`src/rtl/core/ssdp_pkg.sv`:
```
// Shared types and constants for the structured-data parser.
// Token and phase codes, character constants and the queue entry format.
// No dependencies.
`default_nettype none
package ssdp_pkg;

	typedef enum logic [2:0] {
		TK_ID        = 3'd0,
		TK_NAME      = 3'd1,
		TK_VALUE     = 3'd2,
		TK_PARAM_END = 3'd3,
		TK_ELEM_END  = 3'd4,
		TK_OK        = 3'd5,
		TK_BAD       = 3'd6
	} token_kind_t;

	typedef enum logic [3:0] {
		PH_START       = 4'd0,
		PH_ID          = 4'd1,
		PH_NAME        = 4'd2,
		PH_EQ          = 4'd3,
		PH_VALUE       = 4'd4,
		PH_AFTER_VALUE = 4'd5,
		PH_BETWEEN     = 4'd6
	} phase_t;

	localparam logic [7:0] ChSpace  = 8'd32;
	localparam logic [7:0] ChFirst  = 8'd33;
	localparam logic [7:0] ChLast   = 8'd126;
	localparam logic [7:0] ChLBrack = 8'h5B;
	localparam logic [7:0] ChRBrack = 8'h5D;
	localparam logic [7:0] ChEq     = 8'h3D;
	localparam logic [7:0] ChQuote  = 8'h22;
	localparam logic [7:0] ChBslash = 8'h5C;
	localparam logic [7:0] ChDash   = 8'h2D;

	localparam int QueueDepth = 4;
	localparam int PtrW       = $clog2(QueueDepth);
	localparam int FillW      = $clog2(QueueDepth + 1);

	// Tokens caused by one byte: one or two
	typedef struct packed {
		logic        pair;
		token_kind_t kind0;
		logic [7:0]  byte0;
		token_kind_t kind1;
		logic [7:0]  byte1;
	} tok_bundle_t;

	function automatic logic is_name_char(input logic [7:0] c);
		return c >= ChFirst && c <= ChLast && c != ChEq && c != ChRBrack && c != ChQuote;
	endfunction

endpackage
`default_nettype wire

```
`src/rtl/core/syslog_structured_data_parser_top.sv`:
```
// Top level of the structured-data parser: front end, bundle queue, back end.
// Depends on ssdp_pkg, ssdp_front, ssdp_queue and ssdp_back.
`default_nettype none

// Takes one byte of a STRUCTURED-DATA field per cycle while the four-entry
// token queue has room; gives one token per cycle while out_ready is high.
// A byte makes zero, one or two tokens; a two-token byte holds its bundle at
// the queue head until both are taken, so the sustained rate is one byte per
// cycle until the queue fills, then set by the one-token-per-cycle drain.
// Bundles pass through the queue registers. On TK_BAD (malformed field) the
// consumer must drop every earlier token of that field (not enforced here).
module syslog_structured_data_parser_top #(
	parameter int MAX_NAME_LEN = 32
) (
	input  wire logic       clk,
	input  wire logic       arst_n,
	input  wire logic       in_valid,
	output logic            in_ready,
	input  wire logic [7:0] field_byte,
	input  wire logic       end_of_field,
	output logic            out_valid,
	input  wire logic       out_ready,
	output logic [2:0]      token_kind,
	output logic [7:0]      token_byte,
	output logic            run_last
);

	logic                  q_full;
	logic                  q_empty;
	logic                  push;
	logic                  pop;
	ssdp_pkg::tok_bundle_t push_data;
	ssdp_pkg::tok_bundle_t head;

	ssdp_front #(
		.MAX_NAME_LEN(MAX_NAME_LEN)
	) u_front (
		.clk         (clk),
		.arst_n      (arst_n),
		.in_valid    (in_valid),
		.in_ready    (in_ready),
		.field_byte  (field_byte),
		.end_of_field(end_of_field),
		.q_full      (q_full),
		.push        (push),
		.push_data   (push_data)
	);

	ssdp_queue u_queue (
		.clk      (clk),
		.arst_n   (arst_n),
		.push     (push),
		.push_data(push_data),
		.pop      (pop),
		.full     (q_full),
		.empty    (q_empty),
		.head     (head)
	);

	ssdp_back u_back (
		.clk       (clk),
		.arst_n    (arst_n),
		.empty     (q_empty),
		.head      (head),
		.pop       (pop),
		.out_valid (out_valid),
		.out_ready (out_ready),
		.token_kind(token_kind),
		.token_byte(token_byte),
		.run_last  (run_last)
	);

endmodule
`default_nettype wire

```
`src/rtl/core/ssdp_front.sv`:
```
// Front end: accepts field bytes, runs the syntax state machine and builds
// the token bundle for each byte. Depends on ssdp_pkg.
`default_nettype none
module ssdp_front #(
	parameter int MAX_NAME_LEN = 32
) (
	input  wire logic                 clk,
	input  wire logic                 arst_n,
	input  wire logic                 in_valid,
	output logic                      in_ready,
	input  wire logic [7:0]           field_byte,
	input  wire logic                 end_of_field,
	input  wire logic                 q_full,
	output logic                      push,
	output ssdp_pkg::tok_bundle_t     push_data
);

	localparam logic [5:0] MaxLen = 6'(MAX_NAME_LEN);

	ssdp_pkg::phase_t phase_q, phase_d;
	logic [5:0]       len_q, len_d;
	logic             esc_q, esc_d;
	logic             err_q, err_d;

	logic                  accept;
	logic                  fail;
	logic                  dash_ok;
	logic                  can_grow;
	logic [1:0]            cnt;
	ssdp_pkg::tok_bundle_t bun;

	assign in_ready = ~q_full;
	assign accept   = in_valid & ~q_full;
	assign can_grow = len_q < MaxLen;

	always_ff @(posedge clk or negedge arst_n) begin
		if (!arst_n) begin
			phase_q <= ssdp_pkg::PH_START;
			len_q   <= '0;
			esc_q   <= 1'b0;
			err_q   <= 1'b0;
		end else if (accept) begin
			phase_q <= phase_d;
			len_q   <= len_d;
			esc_q   <= esc_d;
			err_q   <= err_d;
		end
	end

	always_comb begin
		phase_d = phase_q;
		len_d   = len_q;
		esc_d   = esc_q;
		fail    = 1'b0;
		dash_ok = 1'b0;
		cnt     = 2'd0;
		bun     = '{pair: 1'b0, kind0: ssdp_pkg::TK_OK, byte0: 8'd0,
			kind1: ssdp_pkg::TK_OK, byte1: 8'd0};
		if (!err_q) begin
			unique case (phase_q)
				ssdp_pkg::PH_START: begin
					if (field_byte == ssdp_pkg::ChLBrack) begin
						phase_d = ssdp_pkg::PH_ID;
						len_d   = '0;
					end else if (field_byte == ssdp_pkg::ChDash && end_of_field) begin
						dash_ok = 1'b1;
					end else begin
						fail = 1'b1;
					end
				end
				ssdp_pkg::PH_ID: begin
					if (field_byte == ssdp_pkg::ChSpace || field_byte == ssdp_pkg::ChRBrack) begin
						if (len_q == 6'd0) begin
							fail = 1'b1;
						end else if (field_byte == ssdp_pkg::ChSpace) begin
							phase_d = ssdp_pkg::PH_NAME;
							len_d   = '0;
						end else begin
							bun.kind0 = ssdp_pkg::TK_ELEM_END;
							cnt       = 2'd1;
							phase_d   = ssdp_pkg::PH_BETWEEN;
						end
					end else if (ssdp_pkg::is_name_char(field_byte) && can_grow) begin
						bun.kind0 = ssdp_pkg::TK_ID;
						bun.byte0 = field_byte;
						cnt       = 2'd1;
						len_d     = len_q + 6'd1;
					end else begin
						fail = 1'b1;
					end
				end
				ssdp_pkg::PH_NAME: begin
					if (field_byte == ssdp_pkg::ChEq) begin
						if (len_q == 6'd0) begin
							fail = 1'b1;
						end else begin
							phase_d = ssdp_pkg::PH_EQ;
						end
					end else if (ssdp_pkg::is_name_char(field_byte) && can_grow) begin
						bun.kind0 = ssdp_pkg::TK_NAME;
						bun.byte0 = field_byte;
						cnt       = 2'd1;
						len_d     = len_q + 6'd1;
					end else begin
						fail = 1'b1;
					end
				end
				ssdp_pkg::PH_EQ: begin
					if (field_byte == ssdp_pkg::ChQuote) begin
						phase_d = ssdp_pkg::PH_VALUE;
						esc_d   = 1'b0;
					end else begin
						fail = 1'b1;
					end
				end
				ssdp_pkg::PH_VALUE: begin
					if (esc_q) begin
						esc_d = 1'b0;
						if (field_byte != ssdp_pkg::ChQuote && field_byte != ssdp_pkg::ChBslash &&
							field_byte != ssdp_pkg::ChRBrack) begin
							bun.kind0 = ssdp_pkg::TK_VALUE;
							bun.byte0 = ssdp_pkg::ChBslash;
							bun.kind1 = ssdp_pkg::TK_VALUE;
							bun.byte1 = field_byte;
							cnt       = 2'd2;
						end else begin
							bun.kind0 = ssdp_pkg::TK_VALUE;
							bun.byte0 = field_byte;
							cnt       = 2'd1;
						end
					end else if (field_byte == ssdp_pkg::ChBslash) begin
						esc_d = 1'b1;
					end else if (field_byte == ssdp_pkg::ChQuote) begin
						bun.kind0 = ssdp_pkg::TK_PARAM_END;
						cnt       = 2'd1;
						phase_d   = ssdp_pkg::PH_AFTER_VALUE;
					end else begin
						bun.kind0 = ssdp_pkg::TK_VALUE;
						bun.byte0 = field_byte;
						cnt       = 2'd1;
					end
				end
				ssdp_pkg::PH_AFTER_VALUE: begin
					if (field_byte == ssdp_pkg::ChSpace) begin
						phase_d = ssdp_pkg::PH_NAME;
						len_d   = '0;
					end else if (field_byte == ssdp_pkg::ChRBrack) begin
						bun.kind0 = ssdp_pkg::TK_ELEM_END;
						cnt       = 2'd1;
						phase_d   = ssdp_pkg::PH_BETWEEN;
					end else begin
						fail = 1'b1;
					end
				end
				ssdp_pkg::PH_BETWEEN: begin
					if (field_byte == ssdp_pkg::ChLBrack) begin
						phase_d = ssdp_pkg::PH_ID;
						len_d   = '0;
					end else begin
						fail = 1'b1;
					end
				end
				default: begin
					fail = 1'b1;
				end
			endcase
		end
		err_d = err_q | fail;
		if (err_d) begin
			cnt = 2'd0;
		end
		if (end_of_field) begin
			if (!err_d && (dash_ok || phase_d == ssdp_pkg::PH_BETWEEN)) begin
				if (cnt == 2'd0) begin
					bun.kind0 = ssdp_pkg::TK_OK;
					bun.byte0 = 8'd0;
					cnt       = 2'd1;
				end else begin
					bun.kind1 = ssdp_pkg::TK_OK;
					bun.byte1 = 8'd0;
					cnt       = 2'd2;
				end
			end else begin
				bun.kind0 = ssdp_pkg::TK_BAD;
				bun.byte0 = 8'd0;
				cnt       = 2'd1;
			end
			phase_d = ssdp_pkg::PH_START;
			len_d   = '0;
			esc_d   = 1'b0;
			err_d   = 1'b0;
		end
		bun.pair = cnt == 2'd2;
	end

	assign push      = accept && cnt != 2'd0;
	assign push_data = bun;

endmodule
`default_nettype wire

```
`src/rtl/core/ssdp_queue.sv`:
```
// Short queue of token bundles between front and back ends.
// Register-based, depth from ssdp_pkg. Depends on ssdp_pkg.
`default_nettype none
module ssdp_queue (
	input  wire logic                  clk,
	input  wire logic                  arst_n,
	input  wire logic                  push,
	input  wire ssdp_pkg::tok_bundle_t push_data,
	input  wire logic                  pop,
	output logic                       full,
	output logic                       empty,
	output ssdp_pkg::tok_bundle_t      head
);

	ssdp_pkg::tok_bundle_t                entries_q [ssdp_pkg::QueueDepth];
	logic [ssdp_pkg::PtrW-1:0]            wr_ptr_q;
	logic [ssdp_pkg::PtrW-1:0]            rd_ptr_q;
	logic [ssdp_pkg::FillW-1:0]           fill_q;

	assign full  = fill_q == ssdp_pkg::FillW'(ssdp_pkg::QueueDepth);
	assign empty = fill_q == '0;
	assign head  = entries_q[rd_ptr_q];

	always_ff @(posedge clk) begin
		if (push) begin
			entries_q[wr_ptr_q] <= push_data;
		end
	end

	always_ff @(posedge clk or negedge arst_n) begin
		if (!arst_n) begin
			wr_ptr_q <= '0;
			rd_ptr_q <= '0;
			fill_q   <= '0;
		end else begin
			if (push) begin
				wr_ptr_q <= wr_ptr_q + 1'b1;
			end
			if (pop) begin
				rd_ptr_q <= rd_ptr_q + 1'b1;
			end
			if (push && !pop) begin
				fill_q <= fill_q + 1'b1;
			end else if (pop && !push) begin
				fill_q <= fill_q - 1'b1;
			end
		end
	end

endmodule
`default_nettype wire

```
`src/rtl/core/ssdp_back.sv`:
```
// Back end: walks head-bundle tokens onto the output one per cycle while
// out_ready is high, marks each byte's last token. Depends on ssdp_pkg.
`default_nettype none
module ssdp_back (
	input  wire logic                  clk,
	input  wire logic                  arst_n,
	input  wire logic                  empty,
	input  wire ssdp_pkg::tok_bundle_t head,
	output logic                       pop,
	output logic                       out_valid,
	input  wire logic                  out_ready,
	output logic [2:0]                 token_kind,
	output logic [7:0]                 token_byte,
	output logic                       run_last
);

	logic sel_q;
	logic take;

	assign out_valid = ~empty;
	assign take      = out_valid & out_ready;
	assign run_last  = sel_q | ~head.pair;
	assign pop       = take & run_last;

	always_comb begin
		if (sel_q) begin
			token_kind = head.kind1;
			token_byte = head.byte1;
		end else begin
			token_kind = head.kind0;
			token_byte = head.byte0;
		end
	end

	// advance to the second token, or drop the bundle after its last one
	always_ff @(posedge clk or negedge arst_n) begin
		if (!arst_n) begin
			sel_q <= 1'b0;
		end else if (take) begin
			sel_q <= ~run_last;
		end
	end

endmodule
`default_nettype wire
```
`config.mk`:
```
export PLATFORM = sky130hd
export DESIGN_NAME = syslog_structured_data_parser_top
export DESIGN_NICKNAME = d
export VERILOG_FILES = /design/src/rtl/core/ssdp_pkg.sv /design/src/rtl/core/syslog_structured_data_parser_top.sv /design/src/rtl/core/ssdp_front.sv /design/src/rtl/core/ssdp_queue.sv /design/src/rtl/core/ssdp_back.sv
export SDC_FILE = /design/constraint.sdc
export NUM_CORES = 1
export LEC_CHECK = 0
export ABC_CLOCK_PERIOD_IN_PS = 3250
export BUFFER_PORTS_ARGS = -buffer_cell sky130_fd_sc_hd__buf_2
export CAP_MARGIN = 5
export CORE_UTILIZATION = 51
export DETAILED_ROUTE_END_ITERATION = 8
export MAX_ROUTING_LAYER = met4
export PLACE_DENSITY = 0.71
export SLEW_MARGIN = 20
export SYNTH_ARGS = -nofsm -noshare
export SYNTH_HDL_FRONTEND = slang
export SYNTH_SLANG_ARGS = --single-unit
```
`constraint.sdc`:
```
create_clock -name clk -period 3.25 [get_ports clk]
set_input_delay 0.325 -clock clk [delete_from_list [all_inputs] [get_ports clk]]
set_output_delay 0.325 -clock clk [all_outputs]
set_load 0.005 [all_outputs]
```
# Word level (Yosys, flattened, before mapping)
# Memory sizes are Yosys's and may differ from the RTL's.
# Cells that the tools add are included.
# totals
regBits,20
latch_bits,0
ramBits,92
rom_bits,0
input_bits,13
out_inout_bits,14
n_memories,1
# classes
n_addsub,5
multipliers,0
div_mod_pow,0
order_cmp,3
n_eq_ne,25
shifts,0
n_mux,94
n_bitwise,9
reduce_logical,28
# memory_table
name,depth,word_bits,rd,rd_clocked_by_memory_dff,wr,line_no,rtl
u_queue.entries_q,4,23,1,0,1,ssdp_queue.sv:15,ssdp_pkg::tok_bundle_t entries_q [ssdp_pkg::QueueDepth];
# ops
op,n
11-bit 2-to-1 mux,12
4-bit 2-to-1 mux,13
6-bit 2-to-1 mux,8
22-bit 2-to-1 mux,2
"8-bit by 6-bit equality test with 1-bit output, second input constant",4
1-bit 2-to-1 mux,32
8-bit 2-to-1 mux,4
"8-bit by 7-bit equality test with 1-bit output, second input constant",3
4-bit case mux with 6 select lines,1
6-bit case mux with 4 select lines,1
8-bit case mux with 3 select lines,1
2-bit 2-to-1 mux,10
3-bit 2-to-1 mux,6
"4-bit by 3-bit equality test with 1-bit output, second input constant",4
"8-bit by 6-bit inequality test with 1-bit output, second input constant",2
"8-bit by 7-bit inequality test with 1-bit output, second input constant",2
1-bit logical AND,12
3-bit case mux with 4 select lines,1
"4-bit by 2-bit equality test with 1-bit output, second input constant",2
"8-bit by 6-bit greater-or-equal comparator with 1-bit output, second input constant",1
"8-bit by 7-bit <= comparator with 1-bit output, second input constant",1
2-bit case mux with 4 select lines,1
1-bit case mux with 7 select lines,1
"6-bit by 1-bit adder with 6-bit output, second input constant",1
other kinds (28),39

# Logic depth before layout (Yosys ltp)
# Gate-level depths: netlist of the first run.
# depth
depth_word,22
ltp_mapped,14

# By module
# From an unflattened synthesis of the first run, not the netlist that was laid out.
# unflattened
cells_unflattened,415
hier_area_um2,5808.1
# modules_own_cells
module,n_inst,cells_per_inst,area_each_um2
ssdp_queue,1,155,3756.1
ssdp_front,1,241,1819.2
ssdp_back,1,19,232.7

# Least setup slack after synthesis of the first run
# No wires, ideal clock.
# synth_path
path_kind,register to register
startpoint,reg u_front.phase_q[1]
endpoint,reg u_queue.fill_q[2] (netlist bit)
setup_time_ns,0.079
t_arrival_ns,3.102
slack_ns,0.068
path_stages_with_launch,14
n_path_buf,2
synth_period_minus_slack_ns,3.182
cell_sequence,dfrtp_1 buf_2 nor4b_1 and4_4 nor2b_4 buf_6 o311ai_4 a21oi_4 ha_1 inv_1 fa_1 xor2_1 nor2_1 xor2_1
# synth_via
elab_chain_cells,15
elab_cells_between_ends,44
classes_between,7 x eq/ne; 24 x mux; 1 x bitwise; 12 x reduce/logical
# synth_lines
element,line_no,rtl
from (decl),ssdp_front.sv:20,"ssdp_pkg::phase_t phase_q, phase_d;"
from (signal assigned),ssdp_front.sv:38,phase_q <= ssdp_pkg::PH_START;
from (signal assigned),ssdp_front.sv:43,phase_q <= phase_d;
4-bit 2-to-1 mux,ssdp_front.sv:133,end else if (field_byte == ssdp_pkg::ChQuote) begin
4-bit 2-to-1 mux,ssdp_front.sv:131,end else if (field_byte == ssdp_pkg::ChBslash) begin
4-bit 2-to-1 mux,ssdp_front.sv:117,if (esc_q) begin
4-bit case mux with 6 select lines,ssdp_front.sv:60,unique case (phase_q)
4-bit 2-to-1 mux,ssdp_front.sv:59,if (!err_q) begin
4-bit by 3-bit equality test with 1-bit output,ssdp_front.sv:173,if (!err_d && (dash_ok || phase_d == ssdp_pkg::PH_BETWEEN)) begin
1-bit logical OR,ssdp_front.sv:173,
1-bit logical AND,ssdp_front.sv:173,
2-bit 2-to-1 mux,ssdp_front.sv:173,
2-bit 2-to-1 mux *,ssdp_front.sv:172,if (end_of_field) begin
2-bit nonzero test *,ssdp_front.sv:196,assign push = accept && cnt != 2'd0;
1-bit logical AND *,ssdp_front.sv:196,
net push,syslog_structured_data_parser_top.sv:30,logic push;
1-bit logical NOT,ssdp_queue.sv:44,end else if (pop && !push) begin
1-bit logical AND,ssdp_queue.sv:44,
2-bit nonzero test (no line),-,
to (signal assigned),ssdp_queue.sv:43,fill_q <= fill_q + 1'b1;
to (signal assigned),ssdp_queue.sv:45,fill_q <= fill_q - 1'b1;
to (decl),ssdp_queue.sv:18,logic [ssdp_pkg::FillW-1:0] fill_q;
# Mark *: on every way through the listed nets, which the timed path passes. The rest lies on a longest branch.
# A chain may end at the register's enable or synchronous reset.

# Worst setup path in the final report of the first run
# layout_path
startpoint,reg u_front.len_q[0]
endpoint,reg u_queue.fill_q[1] (netlist bit)
# layout_via
elab_chain_cells,17
elab_cells_between_ends,38
classes_between,1 x order compare; 1 x eq/ne; 23 x mux; 1 x bitwise; 12 x reduce/logical
# layout_lines
element,line_no,rtl
from (decl),ssdp_front.sv:21,"logic [5:0] len_q, len_d;"
from (signal assigned),ssdp_front.sv:44,len_q <= len_d;
6-bit < comparator,ssdp_front.sv:34,assign can_grow = len_q < MaxLen;
1-bit logical AND,"ssdp_front.sv:83, ssdp_front.sv:99",
1-bit 2-to-1 mux,"ssdp_front.sv:83, ssdp_front.sv:99",
"1-bit 2-to-1 mux, on equally long branches","ssdp_front.sv:93, ssdp_front.sv:72",
1-bit case mux with 7 select lines,ssdp_front.sv:60,
1-bit 2-to-1 mux,ssdp_front.sv:59,
1-bit OR,ssdp_front.sv:168,err_d = err_q | fail;
2-bit 2-to-1 mux,ssdp_front.sv:169,if (err_d) begin
(+2 left out),-,
2-bit 2-to-1 mux,ssdp_front.sv:173,
2-bit 2-to-1 mux *,ssdp_front.sv:172,
2-bit nonzero test *,ssdp_front.sv:196,
1-bit logical AND *,ssdp_front.sv:196,
net push,syslog_structured_data_parser_top.sv:30,
1-bit logical NOT,ssdp_queue.sv:44,
1-bit logical AND,ssdp_queue.sv:44,
2-bit nonzero test (no line),-,
# Marked as above.

==> results.py, run 1 <==
metrics = {
    "outcome": {
        "outcome": "complete, no violations",
    },
    "place": {
        "portBuffers": 26,
        "dp_hpwl_mm": 8.52,
        "place_congestion": 0.944,
    },
    "clocking": {
        "h-tree-depth": 3,
        "clk_latency_ps": 370,
        "cts.path.max_buffers": 2,
        "numCtsBuffers": 9,
        "cts_sinks": 108,
        "cts_root_buf": "clkbuf_8",
        "clk_pin_slew_ps": 100,
        "cts_tree": "yes",
    },
    "grt": {
        "grt_pass1_wl_mm": 19.9,
        "grt_max_degree": 24,
        "grt_usage_pct": 23.9,
        "grt_pass1_vias": 3912,
        "grt_overflow": 0,
        "antenna_found_initial": 0,
    },
    "critical_path": {
        "cp_cell_sequence": "inv_2, ha_1, or4b_4, or2_4, a21oi_2, o22ai_2, o311ai_4, a21oi_4, ha_2, inv_1, fa_1, mux2_2",
        "path_class": "reg -> reg",
        "crit_fanout": 3,
        "r2r_cells": 12,
        "cpMaxStageDelayCell": "or4b_4",
        "cp-start-kind": "flop",
        "slowest_delay_ps": 470,
        "rr_startpoint": "u_front.len_q[0]",
        "worst_setup_path_end_kind": "flop",
        "r2r_slack_ps": 150,
        "rr_endpoint": "u_queue.fill_q[1]",
        "worstPathRequired_ps": 3510,
        "critPathArrivalTime_ps": 3360,
    },
    "timing": {
        "rsz0062_at_grt": "false",
        "drv_slew": 0,
        "fin_crit_sh_pct": 95.5,
        "maxSlewHeadroom_pct": 49.0,
        "finalHoldViolCount": 0,
        "final.min_clock_period_ps": 3100,
        "finalSetupViolCount": 0,
        "max_freq_mhz": 322,
        "tightest_slew_ps": 759,
        "fin_skew_ps": 13.0,
        "setup-tns-final_ps": 0,
    },
    "route": {
        "drt_wl_total_mm": 12.1,
        "top_layer": "met4",
        "drt_iter0_drc": 358,
        "post_drt_wl_per_cell_um": 19.8,
        "vias_per_cell": 6.08,
        "detail-route-antenna-nets": 0,
        "via_count": 3723,
        "dr.pass1.iters": 5,
        "met3_length_um": 506,
        "route.met2.wl_mm": 6.15,
        "m1WireLength_mm": 5.27,
        "post-route-drc-count": 0,
    },
    "floorplanning": {
        "io_pins": 27,
        "core_region_area_um2": 10400,
        "start_util_pct": 53.0,
        "fp.dieH_um": 106,
        "dieArea_um2": 11200,
        "rows": 37,
        "fp.dieW_um": 106,
    },
    "min_path": {
        "hold_end": "u_back.sel_q",
        "hold_class": "in -> reg",
        "hold_path_startpoint": "out_ready",
        "hold-path-cell-count": 3,
    },
    "synthesis": {
        "netlist-cell-type-count": 74,
        "yosys_warnings": 0,
        "syn_inst": 410,
        "yosysTopAreaCellShare_pct": 47.9,
        "ys_top_cells_by_count": "edfxtp_1 (88), nand2_1 (25), o21ai_0 (25)",
        "yosys.area_share.adder_pct": 1.95,
        "synth_area_leaders": "edfxtp_1 (48%), dfrtp_1 (9.1%), mux4_2 (9.0%), o21ai_0 (2.3%), mux2_2 (2.0%)",
        "avgSynthCellArea_um2": 13.5,
        "yosysSeqAreaShare_pct": 57.0,
        "synthFlopType": "edfxtp_1",
        "synth_edf_count": 88,
        "synth_seq_cells": 108,
        "async_flop_share_pct": 18.5,
        "yosysMostFrequentCell": "edfxtp_1",
        "synth-simple-area-share_pct": 13.2,
        "synth_mux_area_share_pct": 11.5,
        "synth_top_area_cell": "edfxtp_1",
        "netlist_area_um2": 5520,
        "synth_compound_area_share_pct": 12.1,
        "synth_top_family_by_area": "simple AND/OR/NAND/NOR gates",
        "syn_nets": 431,
        "synth-xor-area-share_pct": 1.11,
    },
    "layout": {
        "layout-drive-gt1-share_pct": 30.9,
        "synthToLayoutAreaGrowth_pct": 15.4,
        "n_antenna_cell": 0,
        "final_nets": 492,
    },
    "flow_run": {
        "maxCapViolCount": 0,
    },
    "power_and_ir_drop": {
        "power.total_mw": 4.37,
        "p_leak_nw": 2.28,
        "ir_drop_mv": 0.362,
        "p_per_area_nw_per_um2": 686,
    },
}
[kinds of logic after synthesis]
family	after synthesis
fa+ha+maj	8
compound gates	92
flops	108
mux	34
xor+xnor	7
buf+inv	40
simple gates	121
[through the flow]
stage               util, %  hold slack [ps]  std cells  setup WS [ps]  cell area (um^2)
floorplan                 -             29.4        410           68.4              5520
global placement       58.4              320        591           64.3              6080
detailed placement     58.4              328        591           7.92              6080
CTS                    60.5              216        608           9.39              6310
global route           61.1              227        612           19.6              6370
finish                 61.1              236        612            146              6370
[cells in the final DEF, fill, tap and decap left out, drive strengths merged, types with 4 or more instances in the layout]
cell type and instances:
xor2 4, or2 4, o21a 5, dfrtp 20, nor4b 5, nor2 17, and3 5, and2 14
buf 75, clkbuf 9, nand2 25, mux4 22, nand3 10, inv 17, or3 4, a21oi 18
edfxtp 88, nand2b 4, o31ai 7, nor3 7, o21ai 26, mux2 11, ha 7
[power breakdown]
| group | switching (mW) | total, mW | leakage [nW] | internal, mW |
|---|---|---|---|---|
| combinational | 0.890 | 1.74 | 1.11 | 0.851 |
| sequential | 0.0792 | 1.77 | 1.07 | 1.69 |
| clock | 0.487 | 0.864 | 0.109 | 0.377 |
| total | 1.46 | 4.37 | 2.28 | 2.91 |
[flip-flops by register name, indices dropped and copies added, names as in the netlist]
name,flops
u_queue.entries_q,88
u_front.phase_q,4
u_queue.fill_q,3
u_front.err_q,1
u_front.len_q,6
u_queue.rd_ptr_q,2
u_back.sel_q,1
u_queue.wr_ptr_q,2
u_front.esc_q,1
[cell type report]
cell class                      instances  area, um^2
Multi-Input combinational cell        262        2230
Timing Repair Buffer                   76         558
Clock buffer                            9         124
Clock inverter                          7        92.6
Fill cell                             791        4050
Tap cell                              136         170
Inverter                               14        52.6
Sequential cell                       108        3140
[routing by layer]
layer / GRT usage, % / up-vias
met4: 9.03 / 0
met3: 2.94 / 19
li1: - / 1732
met2: 39.8 / 110
met1: 30.2 / 1862
met5: - / -
[worst max-delay path: cells and delay by family, from the launching register on]
family          cells  cell delay, ps
fa+ha+maj           3             720
simple gates        2             720
compound gates      4             710
flops               1             420
mux                 1             270
buf+inv             2             160
[how the worst max path moves through the flow]
stage / from / to / slack [ps]
2_1_floorplan: u_front.phase_q[1] / u_queue.fill_q[2] / 70
3_3_place_gp: field_byte[4] / u_queue.fill_q[2] / 60
3_5_place_dp: field_byte[7] / u_queue.fill_q[2] / 8
4_1_cts: u_front.len_q[0] / u_queue.fill_q[1] / 9
5_1_grt: u_front.phase_q[1] / u_queue.fill_q[2] / 20
6_report: u_front.len_q[0] / u_queue.fill_q[1] / 150
[timing repair]
action | 4_1_cts | 5_1_grt
hold buffers | 1 | 0
hold endpoints to repair | 20 | 0
setup buffers | 0 | 4
gates resized for setup | 0 | 10
setup endpoints to repair | 0 | 6
Note: power is estimated with default switching activity, not from simulation.
==> inputs of run 2 (changes only) <==
GPL_TIMING_DRIVEN = 0   (was unset)
REMOVE_ABC_BUFFERS = 1   (was unset)
==> results.py, run 2 (synthesis results as in run 1) <==
metrics = {
    "outcome": {
        "outcome": "complete, no violations",
    },
    "timing": {
        "setup-tns-final_ps": 0,
        "fin_skew_ps": 12.6,
        "drv_slew": 0,
        "finalHoldViolCount": 0,
        "final.min_clock_period_ps": 3210,
        "max_freq_mhz": 312,
        "rsz0062_at_grt": "true",
        "fin_crit_sh_pct": 98.7,
        "tightest_slew_ps": 1080,
        "setup_ws_ps": 43.6,
        "finalSetupViolCount": 0,
        "maxSlewHeadroom_pct": 28.3,
    },
    "floorplanning": {
        "rows": 37,
        "fp.dieW_um": 106,
        "io_pins": 27,
        "dieArea_um2": 11200,
        "start_util_pct": 53.0,
        "fp.dieH_um": 106,
        "core_region_area_um2": 10400,
    },
    "route": {
        "dr.pass1.iters": 5,
        "post_drt_wl_per_cell_um": 20.2,
        "via_count": 3678,
        "route.met2.wl_mm": 6.00,
        "drt_wl_total_mm": 11.8,
        "drt_iter0_drc": 200,
        "post-route-drc-count": 0,
        "vias_per_cell": 6.27,
        "detail-route-antenna-nets": 0,
        "top_layer": "met4",
        "met3_length_um": 498,
        "m1WireLength_mm": 5.07,
    },
    "power_and_ir_drop": {
        "ir_drop_mv": 0.328,
        "p_leak_nw": 2.18,
        "p_per_area_nw_per_um2": 704,
    },
    "layout": {
        "regArea_um2": 3150,
        "postLayoutCoreUtil_pct": 59.9,
        "multiInputGateArea_um2": 2280,
        "top_regs": "u_queue.entries_q (88), u_front.len_q (6), u_front.phase_q (4)",
        "final_nets": 467,
        "regMostFlops": "u_queue.entries_q",
        "layout_commonest_cell": "edfxtp_1",
        "synthToLayoutAreaGrowth_pct": 13.1,
        "layout_common_cells": "edfxtp_1 (88), buf_2 (26), o21ai_0 (25), nand2_1 (25), mux4_2 (22)",
        "finalInstanceArea_um2": 6240,
        "n_antenna_cell": 0,
        "largest_register_ffs": 88,
        "layout-drive-gt1-share_pct": 29.5,
        "fill_cells": 845,
    },
    "critical_path": {
        "cp_cell_sequence": "buf_4, buf_4, nor4b_1, nor3_1, or2_2, nor4b_1",
        "cp-start-kind": "flop",
        "critPathTopFamily": "simple AND/OR/NAND/NOR gates",
        "critPathArrivalTime_ps": 3250,
        "slowest_delay_ps": 780,
        "crit_fanout": 11,
        "cpMaxStageDelayCell": "nor4b_1",
        "cp_num_buf_inv": 2,
        "path_class": "reg -> reg",
        "worstPathRequired_ps": 3300,
        "worst_setup_path_end_kind": "flop",
    },
    "place": {
        "place_congestion": 0.888,
        "portBuffers": 26,
        "placed_area_um2": 5740,
        "dp_hpwl_mm": 7.91,
        "pre_cts_slack_ps": -748,
    },
    "clocking": {
        "h-tree-depth": 3,
        "cts_sinks": 108,
        "cts.path.max_buffers": 2,
        "clk_pin_slew_ps": 100,
        "cts_root_buf": "clkbuf_8",
        "clk_latency_ps": 370,
        "cts_tree": "yes",
        "numCtsBuffers": 9,
    },
    "grt": {
        "antenna_found_initial": 0,
        "grt_pass1_vias": 3640,
        "grt_overflow": 0,
        "grt_max_degree": 24,
        "grt_pass1_wl_mm": 19.0,
        "grt_usage_pct": 23.1,
    },
    "flow_run": {
        "maxCapViolCount": 0,
    },
    "min_path": {
        "hold_class": "in -> reg",
    },
}
-- run 2: cell count changes in the layout (fill, tap and decap cells not counted), sizes merged --
cell	previous run	this run
buf	75	49
bufinv	1	2
clkbuf	9	12
clkinv	3	1
inv	17	16
-- run 2: metal layers --
layer | track usage [%] | up-vias
met5 | - | -
met4 | 8.53 | 0
met3 | 3.31 | 23
met2 | 38.2 | 112
met1 | 29.1 | 1863
li1 | - | 1680
-- run 2: through the flow --
step / instances / hold WS [ps] / total power, mW
global placement: 546 / 318 / 3.33
global route: 587 / 249 / 4.64
CTS: 580 / 206 / 4.39
floorplan: 384 / 29.4 / 2.91
finish: 587 / 228 / 4.39
detailed placement: 548 / 325 / 3.42
-- run 2: layout make-up --
type	instances	share of cell area, %
Multi-Input combinational cell	262	36.5
Clock buffer	11	2.43
Inverter	14	0.842
Clock inverter	5	1.42
Sequential cell	108	50.5
Timing Repair Buffer	51	5.53
Tap cell	136	2.73
-- run 2: worst paths after layout --
kind,start,to,slack (ps),cells after the start
min reg2reg,u_queue.fill_q[2],u_queue.fill_q[2],500,1
max,u_front.phase_q[2],u_queue.entries_q[3][16],40,6
max in group asynchronous,arst_n,u_front.phase_q[1],2420,2
max reg2reg,u_front.phase_q[2],u_queue.entries_q[3][16],40,6
min,out_ready,u_back.sel_q,230,3
min in group asynchronous,arst_n,u_front.phase_q[1],440,2
-- run 2: worst min-delay path, delay by kind of cell --
kind / cells / cell delay (ps)
AO/OA/AOI/OAI: 1 / 70
buffers and inverters: 1 / 100
AND/OR/NAND/NOR: 1 / 50
-- run 2: power breakdown --
part | internal, mW | leakage [nW] | switching [mW]
Sequential | 1.69 | 1.06 | 0.254
Clock | 0.486 | 0.122 | 0.455
Combinational | 0.802 | 0.995 | 0.705
Total | 2.98 | 2.18 | 1.41
-- run 2: timing repair --
action | 4_1_cts | 5_1_grt
pin swaps | 4 | 3
hold buffers | 1 | 0
gates resized for setup | 13 | 8
buffers inserted | 15 | 7
hold endpoints to repair | 20 | 0
setup endpoints to repair | 107 | 22
